File: src/design/cfb_pkg.sv
// ----------------------------------------------------------------------------
// cfb_pkg
// Shared types and constants for the command frame builder: op and status
// codes, the start character, and the entry that the front passes to the back.
// ----------------------------------------------------------------------------
package cfb_pkg;

    // default largest payload a frame may announce
    localparam int MAX_PAYLOAD_DEF = 255;

    // queue between front and back
    localparam int QUEUE_DEPTH = 4;
    localparam int QPTR_W      = $clog2(QUEUE_DEPTH);
    localparam int QCNT_W      = $clog2(QUEUE_DEPTH + 1);

    // input op codes
    localparam logic OP_START   = 1'b0;
    localparam logic OP_PAYLOAD = 1'b1;

    // result status codes
    localparam logic [1:0] ST_OK        = 2'd0;
    localparam logic [1:0] ST_TOO_LARGE = 2'd1;
    localparam logic [1:0] ST_NO_FRAME  = 2'd2;

    // frame start character '>'
    localparam logic [7:0] START_CHAR = 8'h3E;

    // beat positions inside an expanded entry
    localparam int BEAT_W = 3;
    localparam logic [BEAT_W-1:0] BEAT_START = 3'd0;
    localparam logic [BEAT_W-1:0] BEAT_CMD   = 3'd1;
    localparam logic [BEAT_W-1:0] BEAT_SIZE  = 3'd2;
    localparam logic [BEAT_W-1:0] BEAT_HSUM  = 3'd3;
    localparam logic [BEAT_W-1:0] BEAT_CSUM  = 3'd4;

    // what the back has to emit for one accepted item
    typedef enum logic [2:0] {
        K_HEADER,       // four header bytes
        K_HEADER_CK,    // four header bytes then a zero checksum
        K_TOO_LARGE,    // oversize start status
        K_NO_FRAME,     // payload with no open frame
        K_DATA,         // one payload byte
        K_DATA_CK       // final payload byte then the checksum
    } t_kind;

    typedef struct packed {
        t_kind      kind;
        logic [7:0] cmd_data;   // command on starts, data byte on payload
        logic [7:0] size;       // frame size, low byte
        logic [7:0] sum;        // checksum to emit where one follows
    } t_entry;

endpackage

File: src/design/cfb_front.sv
// ----------------------------------------------------------------------------
// cfb_front
// Accepts input items, keeps the open-frame state and classifies each item
// into one queue entry describing the bytes to emit.
// ----------------------------------------------------------------------------
module cfb_front #(
    parameter int MAX_PAYLOAD = cfb_pkg::MAX_PAYLOAD_DEF
) (
    input  logic            i_clk,
    input  logic            i_rst_n,
    input  logic            i_valid,
    input  logic            i_op,
    input  logic [7:0]      i_cmd,
    input  logic [9:0]      i_frame_size,
    input  logic [7:0]      i_data_byte,
    input  logic            i_full,
    output logic            o_push,
    output cfb_pkg::t_entry o_entry
);
    import cfb_pkg::*;

    logic       r_frame_open, n_frame_open;
    logic [7:0] r_bytes_remaining, n_bytes_remaining;
    logic [7:0] r_running_sum, n_running_sum;
    logic [7:0] sum_add;
    logic [7:0] rem_dec;
    logic       accept;

    assign accept = i_valid && !i_full;
    assign o_push = accept;
    assign sum_add = r_running_sum + i_data_byte;
    assign rem_dec = r_bytes_remaining - 8'd1;

    // classify the item and work out the next frame state
    always_comb begin
        n_frame_open      = r_frame_open;
        n_bytes_remaining = r_bytes_remaining;
        n_running_sum     = r_running_sum;
        o_entry.kind      = K_DATA;
        o_entry.cmd_data  = i_data_byte;
        o_entry.size      = i_frame_size[7:0];
        o_entry.sum       = sum_add;
        if (i_op == OP_START) begin
            // a start drops any open frame
            n_frame_open      = 1'b0;
            n_bytes_remaining = 8'd0;
            n_running_sum     = 8'd0;
            o_entry.cmd_data  = i_cmd;
            o_entry.sum       = 8'd0;
            if (i_frame_size > 10'(MAX_PAYLOAD)) begin
                o_entry.kind = K_TOO_LARGE;
            end else if (i_frame_size == 10'd0) begin
                o_entry.kind = K_HEADER_CK;
            end else begin
                o_entry.kind      = K_HEADER;
                n_frame_open      = 1'b1;
                n_bytes_remaining = i_frame_size[7:0];
            end
        end else if (!r_frame_open) begin
            o_entry.kind = K_NO_FRAME;
        end else begin
            n_running_sum     = sum_add;
            n_bytes_remaining = rem_dec;
            if (rem_dec == 8'd0) begin
                // final payload byte closes the frame
                o_entry.kind  = K_DATA_CK;
                n_frame_open  = 1'b0;
                n_running_sum = 8'd0;
            end
        end
    end

    // frame state
    always_ff @(posedge i_clk) begin
        if (!i_rst_n) begin
            r_frame_open      <= 1'b0;
            r_bytes_remaining <= 8'd0;
            r_running_sum     <= 8'd0;
        end else if (accept) begin
            r_frame_open      <= n_frame_open;
            r_bytes_remaining <= n_bytes_remaining;
            r_running_sum     <= n_running_sum;
        end
    end

    // an open frame always expects at least one more byte
    assert property (@(posedge i_clk) disable iff (!i_rst_n)
        r_frame_open |-> (r_bytes_remaining != 8'd0))
        else $error("open frame with no bytes remaining");

    // a closed frame carries no partial checksum
    assert property (@(posedge i_clk) disable iff (!i_rst_n)
        !r_frame_open |-> (r_running_sum == 8'd0))
        else $error("closed frame holds a running sum");

    // oversize start never leaves a frame open
    assert property (@(posedge i_clk) disable iff (!i_rst_n)
        (accept && o_entry.kind == K_TOO_LARGE) |=> !r_frame_open)
        else $error("frame open after oversize start");

endmodule

File: src/design/cfb_queue.sv
// ----------------------------------------------------------------------------
// cfb_queue
// Small first-in first-out queue of entries between front and back, so that
// header bursts at the output do not hold up the input side at once.
// ----------------------------------------------------------------------------
module cfb_queue (
    input  logic            i_clk,
    input  logic            i_rst_n,
    input  logic            i_push,
    input  cfb_pkg::t_entry i_entry,
    input  logic            i_pop,
    output logic            o_full,
    output logic            o_head_valid,
    output cfb_pkg::t_entry o_head
);
    import cfb_pkg::*;

    t_entry             r_mem [QUEUE_DEPTH];
    logic [QPTR_W-1:0]  r_wr_ptr, n_wr_ptr;
    logic [QPTR_W-1:0]  r_rd_ptr, n_rd_ptr;
    logic [QCNT_W-1:0]  r_count, n_count;

    assign o_full       = (r_count == QCNT_W'(QUEUE_DEPTH));
    assign o_head_valid = (r_count != '0);
    assign o_head       = r_mem[r_rd_ptr];

    // pointer and fill count update
    always_comb begin
        n_wr_ptr = r_wr_ptr;
        n_rd_ptr = r_rd_ptr;
        n_count  = r_count;
        if (i_push) begin
            n_wr_ptr = (r_wr_ptr == QPTR_W'(QUEUE_DEPTH - 1)) ? '0 : r_wr_ptr + 1'b1;
        end
        if (i_pop) begin
            n_rd_ptr = (r_rd_ptr == QPTR_W'(QUEUE_DEPTH - 1)) ? '0 : r_rd_ptr + 1'b1;
        end
        if (i_push && !i_pop) begin
            n_count = r_count + 1'b1;
        end else if (i_pop && !i_push) begin
            n_count = r_count - 1'b1;
        end
    end

    always_ff @(posedge i_clk) begin
        if (!i_rst_n) begin
            r_wr_ptr <= '0;
            r_rd_ptr <= '0;
            r_count  <= '0;
        end else begin
            r_wr_ptr <= n_wr_ptr;
            r_rd_ptr <= n_rd_ptr;
            r_count  <= n_count;
        end
    end

    // entry storage
    always_ff @(posedge i_clk) begin
        if (i_push) begin
            r_mem[r_wr_ptr] <= i_entry;
        end
    end

    assert property (@(posedge i_clk) disable iff (!i_rst_n)
        i_push |-> !o_full)
        else $error("push into full queue");

    assert property (@(posedge i_clk) disable iff (!i_rst_n)
        i_pop |-> o_head_valid)
        else $error("pop from empty queue");

    assert property (@(posedge i_clk) disable iff (!i_rst_n)
        r_count <= QCNT_W'(QUEUE_DEPTH))
        else $error("queue count beyond depth");

endmodule

File: src/design/cfb_back.sv
// ----------------------------------------------------------------------------
// cfb_back
// Expands the entry at the head of the queue into frame bytes, one per cycle,
// through a registered output stage that the receiver can stall.
// ----------------------------------------------------------------------------
module cfb_back (
    input  logic            i_clk,
    input  logic            i_rst_n,
    input  logic            i_head_valid,
    input  cfb_pkg::t_entry i_head,
    output logic            o_pop,
    output logic            o_valid,
    input  logic            i_stall,
    output logic [7:0]      o_out_byte,
    output logic            o_last,
    output logic [1:0]      o_status
);
    import cfb_pkg::*;

    logic              r_valid;
    logic [7:0]        r_out_byte;
    logic              r_last;
    logic [1:0]        r_status;
    logic [BEAT_W-1:0] r_beat, n_beat;
    logic [7:0]        beat_byte;
    logic              beat_last;
    logic [1:0]        beat_status;
    logic              beat_final;
    logic              out_free;
    logic              advance;

    assign out_free = !r_valid || !i_stall;
    assign advance  = out_free && i_head_valid;
    assign o_pop    = advance && beat_final;
    assign n_beat   = beat_final ? BEAT_START : r_beat + 1'b1;

    // byte for the current beat of the head entry
    always_comb begin
        beat_byte   = 8'd0;
        beat_last   = 1'b1;
        beat_status = ST_OK;
        beat_final  = 1'b1;
        case (i_head.kind)
            K_HEADER, K_HEADER_CK: begin
                beat_last  = 1'b0;
                beat_final = 1'b0;
                case (r_beat)
                    BEAT_START: beat_byte = START_CHAR;
                    BEAT_CMD:   beat_byte = i_head.cmd_data;
                    BEAT_SIZE:  beat_byte = i_head.size;
                    BEAT_HSUM: begin
                        beat_byte  = i_head.size + i_head.cmd_data;
                        beat_last  = (i_head.kind == K_HEADER);
                        beat_final = (i_head.kind == K_HEADER);
                    end
                    default: begin
                        beat_byte  = i_head.sum;
                        beat_last  = 1'b1;
                        beat_final = 1'b1;
                    end
                endcase
            end
            K_TOO_LARGE: beat_status = ST_TOO_LARGE;
            K_NO_FRAME:  beat_status = ST_NO_FRAME;
            K_DATA:      beat_byte   = i_head.cmd_data;
            K_DATA_CK: begin
                if (r_beat == BEAT_START) begin
                    beat_byte  = i_head.cmd_data;
                    beat_last  = 1'b0;
                    beat_final = 1'b0;
                end else begin
                    beat_byte = i_head.sum;
                end
            end
            default: beat_status = ST_OK;
        endcase
    end

    // beat counter and output stage
    always_ff @(posedge i_clk) begin
        if (!i_rst_n) begin
            r_valid <= 1'b0;
            r_beat  <= BEAT_START;
        end else begin
            if (out_free) begin
                r_valid <= i_head_valid;
            end
            if (advance) begin
                r_beat <= n_beat;
            end
        end
    end

    always_ff @(posedge i_clk) begin
        if (advance) begin
            r_out_byte <= beat_byte;
            r_last     <= beat_last;
            r_status   <= beat_status;
        end
    end

    assign o_valid    = r_valid;
    assign o_out_byte = r_out_byte;
    assign o_last     = r_last;
    assign o_status   = r_status;

    // mid-expansion the head entry must stay in the queue
    assert property (@(posedge i_clk) disable iff (!i_rst_n)
        (r_beat != BEAT_START) |-> i_head_valid)
        else $error("head lost during expansion");

    assert property (@(posedge i_clk) disable iff (!i_rst_n)
        r_beat <= BEAT_CSUM)
        else $error("beat counter out of range");

    // an entry leaves the queue exactly on its last byte
    assert property (@(posedge i_clk) disable iff (!i_rst_n)
        advance |-> (o_pop == beat_last))
        else $error("pop and last marker disagree");

endmodule

File: src/design/command_frame_builder.sv
// ----------------------------------------------------------------------------
// command_frame_builder
// Serial command frame builder with an additive checksum.
// ----------------------------------------------------------------------------
// Input channel (i_valid / o_stall): an item is either a start (i_op = 0,
// with i_cmd and i_frame_size) or one payload byte (i_op = 1, i_data_byte).
// Output channel (o_valid / i_stall): one frame byte per item with o_last on
// the final byte caused by an input item and o_status for error reports.
// A start within the size limit gives four header bytes ('>', command, size,
// size + command); a zero-size start adds a zero checksum. Payload bytes pass
// through; the final one is followed by the checksum. Oversize starts and
// payload with no open frame give a single status result.
// The queue registers each accepted item; the back expands it into a
// registered output stage, one output byte per cycle when not stalled: one
// or two bytes for payload, four or five for a start, one when oversize.
// A four-entry queue between front and back lets input items keep flowing
// while a header burst drains.
// Reset (synchronous, active low) closes any open frame and empties the queue.
// When the receiver stalls, the output holds; the input stalls once the
// queue is full.
// ----------------------------------------------------------------------------
module command_frame_builder #(
    parameter int MAX_PAYLOAD = cfb_pkg::MAX_PAYLOAD_DEF
) (
    input  logic       i_clk,
    input  logic       i_rst_n,
    input  logic       i_valid,
    output logic       o_stall,
    input  logic       i_op,
    input  logic [7:0] i_cmd,
    input  logic [9:0] i_frame_size,
    input  logic [7:0] i_data_byte,
    output logic       o_valid,
    input  logic       i_stall,
    output logic [7:0] o_out_byte,
    output logic       o_last,
    output logic [1:0] o_status
);
    import cfb_pkg::*;

    logic   push;
    logic   pop;
    logic   full;
    logic   head_valid;
    t_entry entry;
    t_entry head;

    assign o_stall = full;

    // front: classify items and track the open frame
    cfb_front #(
        .MAX_PAYLOAD (MAX_PAYLOAD)
    ) u_front (
        .i_clk        (i_clk),
        .i_rst_n      (i_rst_n),
        .i_valid      (i_valid),
        .i_op         (i_op),
        .i_cmd        (i_cmd),
        .i_frame_size (i_frame_size),
        .i_data_byte  (i_data_byte),
        .i_full       (full),
        .o_push       (push),
        .o_entry      (entry)
    );

    // queue between front and back
    cfb_queue u_queue (
        .i_clk        (i_clk),
        .i_rst_n      (i_rst_n),
        .i_push       (push),
        .i_entry      (entry),
        .i_pop        (pop),
        .o_full       (full),
        .o_head_valid (head_valid),
        .o_head       (head)
    );

    // back: expand entries into frame bytes
    cfb_back u_back (
        .i_clk        (i_clk),
        .i_rst_n      (i_rst_n),
        .i_head_valid (head_valid),
        .i_head       (head),
        .o_pop        (pop),
        .o_valid      (o_valid),
        .i_stall      (i_stall),
        .o_out_byte   (o_out_byte),
        .o_last       (o_last),
        .o_status     (o_status)
    );

endmodule

File: config.mk
export PLATFORM = sky130hd
export DESIGN_NAME = command_frame_builder
export DESIGN_NICKNAME = d
export VERILOG_FILES = /design/src/design/cfb_pkg.sv /design/src/design/cfb_front.sv /design/src/design/cfb_queue.sv /design/src/design/cfb_back.sv /design/src/design/command_frame_builder.sv
export SDC_FILE = /design/constraint.sdc
export NUM_CORES = 1
export LEC_CHECK = 0
export BUFFER_PORTS_ARGS = -buffer_cell sky130_fd_sc_hd__buf_2
export CAP_MARGIN = 0
export CORE_ASPECT_RATIO = 0.75
export CORE_MARGIN = 2
export CORE_UTILIZATION = 59
export DETAILED_ROUTE_END_ITERATION = 12
export GPL_TIMING_DRIVEN = 0
export PLACE_DENSITY = 0.78
export SYNTH_ARGS = -nofsm -noshare
export SYNTH_HDL_FRONTEND = slang
export SYNTH_SLANG_ARGS = --single-unit
File: constraint.sdc
create_clock -name i_clk -period 3.55 [get_ports i_clk]
set_clock_uncertainty 0.05 [all_clocks]
set_input_delay 0.5325 -clock i_clk [delete_from_list [all_inputs] [get_ports i_clk]]
set_output_delay 0.5325 -clock i_clk [all_outputs]
set_load 0.01 [all_outputs]
; ---- Yosys cells after proc, flatten, opt, wreduce, memory -nomap -nowiden
; Memory sizes are Yosys's and may differ from the RTL's. A register that Yosys moved wholly into a read port is not among the register bits.
; Cells that the tools add are included.
[classes]
n_addsub = 8
n_lt_le_gt_ge = 1
n_eq_ne = 12
mux = 35
n_reduce_logical = 20
[op_table]
columns = op, count
row1 = $mux W8, 10
row2 = $pmux W8 S4, 1
row3 = $pmux W8 S3, 1
row4 = $add A8 B8 Y8, 2
row5 = $mux W3, 5
row6 = $eq A3 B2 Y1 const B, 4
row7 = $gt A10 B8 Y1 const B, 1
row8 = $logic_not A10 Y1, 1
row9 = $mux W1, 10
row10 = $mux W2, 5
row11 = $eq A3 B3 Y1 const B, 3
row12 = $logic_not A8 Y1, 1
row13 = $sub A8 B1 Y8 const B, 1
row14 = $add A3 B1 Y3 const B, 2
row15 = $eq A3 B1 Y1 const B, 2
row16 = $logic_not A3 Y1, 2
row17 = $logic_and A1 B1 Y1, 5
row18 = $logic_not A1 Y1, 5
row19 = $add A2 B1 Y2 const B, 2
row20 = $eq A2 B2 Y1 const B, 2
row21 = $pmux W1 S2, 2
row22 = $pmux W2 S2, 1
row23 = $reduce_bool A3 Y1, 1
row24 = $reduce_or A3 Y1, 1
row25 = 6 further kinds, 6
[word_totals]
reg_bits = 39
ram_bits = 108
inputBits = 31
output_inout_bits = 13
elab_cells = 88
memories = 1
[mem_list]
columns = name, depth, word_bits, read_ports, rd_clocked_by_memory_dff, wr, line_no
row1 = u_queue.r_mem, 4, 27, 1, 1, 1, cfb_queue.sv:18  ; t_entry r_mem [QUEUE_DEPTH];

; ---- Depth between registers and ports, before layout
[logic_depth]
depth_word = 8
mapped_depth = 12
depth_no_buf = 12

; ---- Hierarchy
; From an unflattened synthesis, not the netlist that was laid out.
[hier_totals]
cells_unflattened = 511
hier_area_um2 = 7176.9
[modules_own_cells]
columns = module, instances, cells_per_inst, area_per_inst_um2, seq_area_each_um2
row1 = cfb_queue, 1, 185, 4403.0, 3423.3
row2 = cfb_front, 1, 176, 1421.4, 340.3
row3 = cfb_back, 1, 150, 1352.5, 410.4

; ---- Worst setup path after synthesis
; Ideal clock, no wire load.
[synth_path]
path_type = register to register
startpoint = reg (tool-made name)
endpoint = reg u_back.r_out_byte[6], in the netlist u_back.o_out_byte[6] (data pin)
setup_time_ns = 0.180
arrival_time_ns = 2.672
required_ns = 3.320
slack_ns = 0.648
stages_incl_launch_ff = 11
path_buffers = 2
period_less_slack_ns = 2.902
cell_sequence = dfxtp_1 > buf_6 > buf_4 > mux4_2 > ha_1 > fa_1 > a21o_1 > a21oi_1 > o2111ai_1 > o41a_1 > a221oi_1
[synth_lines]
columns = element, line_no
row1 = "end signal, assigned", cfb_back.sv:96  ; r_out_byte <= beat_byte;
row2 = "end, declared", cfb_back.sv:21  ; logic [7:0] r_out_byte;

==> flow_metrics.py <==
metrics = {
    "cts": {
        "path_clk_slew_ps": 60,
        "clockRootBuffer": "clkbuf_16",
        "ctsHtreeMaxLevel": 4,
        "clockBufferDepth": 2,
        "clock_latency_ps": 420,
        "ctsResizeCount": 0,
        "cts.sinks": 149,
        "cts_buffers": 17,
        "cts_tree": "done",
        "cts_hold_repair.buffers": 0,
        "post_cts_buffers": 0,
    },
    "power": {
        "power_density_nw_per_um2": 738.3,
        "report.power.total_mw": 6.040,
        "vdd_drop_max_uv": 360.7,
        "power.leakage_nw": 2.960,
    },
    "route": {
        "wl_per_cell_um": 21.84,
        "antenna_left": 0,
        "drtIter0Drc": 336,
        "dr.pass1.iters": 5,
        "num_vias": 4610,
        "drc": 0,
        "drt-total-wl_um": 16180,
        "vias_per_cell": 6.221,
    },
    "flow_run": {
        "cap_violations": 0,
    },
    "synth": {
        "synth_area_leaders": "edfxtp_1 50%, mux4_2 8.6%, dfxtp_1 8.5%",
        "yosysSeqAreaShare": 0.5886,
        "postSynthAreaPerCell_um2": 14.10,
        "synth_nets": 564,
        "async_flop_share": 0,
        "synth_flop_cell": "edfxtp_1",
        "synth.top_cell.area_share": 0.5039,
        "yosysWarnings": 0,
        "synth_edf_count": 119,
        "syn_area_um2": 7092,
        "ys_types": 63,
        "postSynthCellCount": 503,
        "ys_ff_latch": 149,
        "yosysTopAreaCell": "edfxtp_1",
    },
    "sta": {
        "rsz0062_at_grt": "false",
        "finalMaxSlewViolations": 0,
        "finalSetupTns_ps": 0,
        "period_share": 0.9287,
        "min_period_ps": 3297,
        "setup_viol": 0,
        "max_slew_margin": 0.3030,
        "whs_ps": 339.6,
        "max_freq_mhz": 303.3,
        "tightest_slew_ps": 1038,
        "finalHoldViolCount": 0,
    },
    "floorplanning": {
        "die_w_um": 130.6,
        "die_h_um": 98.95,
        "die_area_um2": 12920,
        "initial_core_util": 0.6084,
        "core_um2": 11660,
        "io_pins": 44,
        "placementRows": 34,
    },
    "final_layout": {
        "drive_above_1_share": 0.2314,
        "nets": 627,
        "syn2layout_area_growth_pct": 15.35,
        "diodes": 0,
        "fillCellCount": 790,
        "ff_latch_area_um2": 4174,
        "stdcell_count": 741,
        "final_common_cell": "edfxtp_1",
        "layout_common_cells": "119 x edfxtp_1, 47 x buf_2, 37 x nand2_1, 30 x dfxtp_1",
        "multi_input_area_um2": 2754,
    },
    "setup_path": {
        "r2r.worst_path.cells": 10,
        "slowest_stage": "mux4_2",
        "path_max_fanout": 10,
        "r2r-end": "u_back.o_out_byte[6]$_DFFE_PP_",
        "worstPathCellList": "buf_6 -> buf_4 -> mux4_2 -> ha_1 -> fa_1 -> a21o_1 -> a21oi_2 -> o2111ai_1 -> o41a_1 -> a221oi_1",
        "critPathCaptureType": "flip-flop",
        "critPathLaunchType": "flip-flop",
        "regToRegSetupSlack_ps": 250,
        "worstSetupPathType": "reg -> reg",
        "crit_arrival_ps": 3450,
        "critPathMaxStageDelay_ps": 590,
        "critical_path_required_ps": 3710,
    },
    "grt": {
        "grt_pass1_vias": 4628,
        "gr-total-overflow": 0,
        "grt_util_all_layers": 0.2711,
        "antenna_found_initial": 0,
        "grt_max_degree": 28,
        "grt_pass1_wl_um": 25520,
    },
    "place": {
        "place_inst": 709,
        "io_buffers": 42,
        "place_congestion": 0.9001,
        "hpwl_um": 11170,
    },
    "hold_path": {
        "hold_end": "u_back.o_valid$_SDFFE_PN0P_",
        "hp-class": "in -> reg",
        "min_path_cells": 3,
        "hp-start": "i_stall",
    },
    "run_status": {
        "status": "complete, no violations",
    },
}
[where the power goes]
| part | total, mW | switching, mW | internal (mW) | leakage, nW |
|---|---|---|---|---|
| sequential | 2.27 | 0.0931 | 2.17 | 1.35 |
| clock | 1.80 | 0.729 | 1.07 | 0.291 |
| combinational | 1.97 | 1.15 | 0.827 | 1.32 |
[worst max path at each step]
stage / slack [ps] / from / end
2_1_floorplan: 650 / flip-flop / u_back.o_out_byte[6]$_DFFE_PP_
3_3_place_gp: 160 / flip-flop / u_back.o_out_byte[6]$_DFFE_PP_
3_5_place_dp: 150 / flip-flop / u_back.o_out_byte[6]$_DFFE_PP_
4_1_cts: 120 / flip-flop / u_back.o_out_byte[6]$_DFFE_PP_
5_1_grt: 9 / flip-flop / u_back.o_out_byte[6]$_DFFE_PP_
6_report: 250 / flip-flop / u_back.o_out_byte[6]$_DFFE_PP_
[metrics by stage]
step	setup WS (ps)	utilization	cell area, µm²
2_1_floorplan	647.6	-	7092
3_3_place_gp	159.5	0.6438	7505
3_5_place_dp	150.2	0.6487	7561
4_1_cts	116.1	0.7007	8168
5_1_grt	9.276	0.7018	8180
6_report	253.2	0.7018	8180
[synthesized netlist by cell type, drive strengths merged (4+ instances only)]
master   number
a21boi       10
a21o          4
a21oi        15
a221oi        7
and2         14
and3          4
buf          10
clkbuf       11
dfxtp        30
edfxtp      119
ha           27
inv          18
mux2         11
mux2i        10
mux4         27
nand2        37
nand2b        5
nor2         18
nor2b        11
nor3          5
nor3b        11
nor4          5
o2111ai       6
o211ai        5
o21ai        16
o22ai         4
or3           4
xnor2        11
xor2          4
[state kept, by name, summed over array words and instances (netlist names), named ones only]
register,count
u_front.r_bytes_remaining,8
u_queue.r_count,3
u_front.r_frame_open,1
u_back.o_last,1
u_queue.r_wr_ptr,2
u_back.o_valid,1
u_queue.r_rd_ptr,2
u_back.o_out_byte,8
u_front.r_running_sum,8
u_queue.r_mem,108
u_back.o_status,2
u_back.r_beat,3
[critical path: cells and delay by family (launching register included)]
kind	cells	cell delay [ps]
DFF	1	330
buffers and inverters	2	440
muxes	1	590
adders and majority gates	2	670
AOI/OAI and AO/OA	5	990
[cell families after synthesis]
family                     synth area share
and+or+nand+nor                      0.1002
buffers and inverters               0.02452
AOI/OAI and AO/OA                   0.09474
DFF                                  0.5886
xor gates and xnor gates            0.01852
muxes                                0.1173
adders and majority gates           0.05610
[area by class of cell]
class	count	area share
plain buffers	21	0.01346
clock buffers	23	0.06500
clock inverters	9	0.009177
inverters	18	0.008259
multi-input cells	315	0.3366
flip-flops and latches	149	0.5102
well taps	162	0.02478
repair buffers	44	0.03243
[per-layer routing]
| layer | share of wire | track usage | vias up |
|---|---|---|---|
| met5 | 0 | 0 | - |
| met4 | 0.018 | 0.08756 | 0 |
| met3 | 0.078 | 0.07275 | 26 |
| met2 | 0.48 | 0.4275 | 220 |
| met1 | 0.43 | 0.3714 | 2282 |
| li1 | - | - | 2082 |
(Power assumes the default switching activity.)
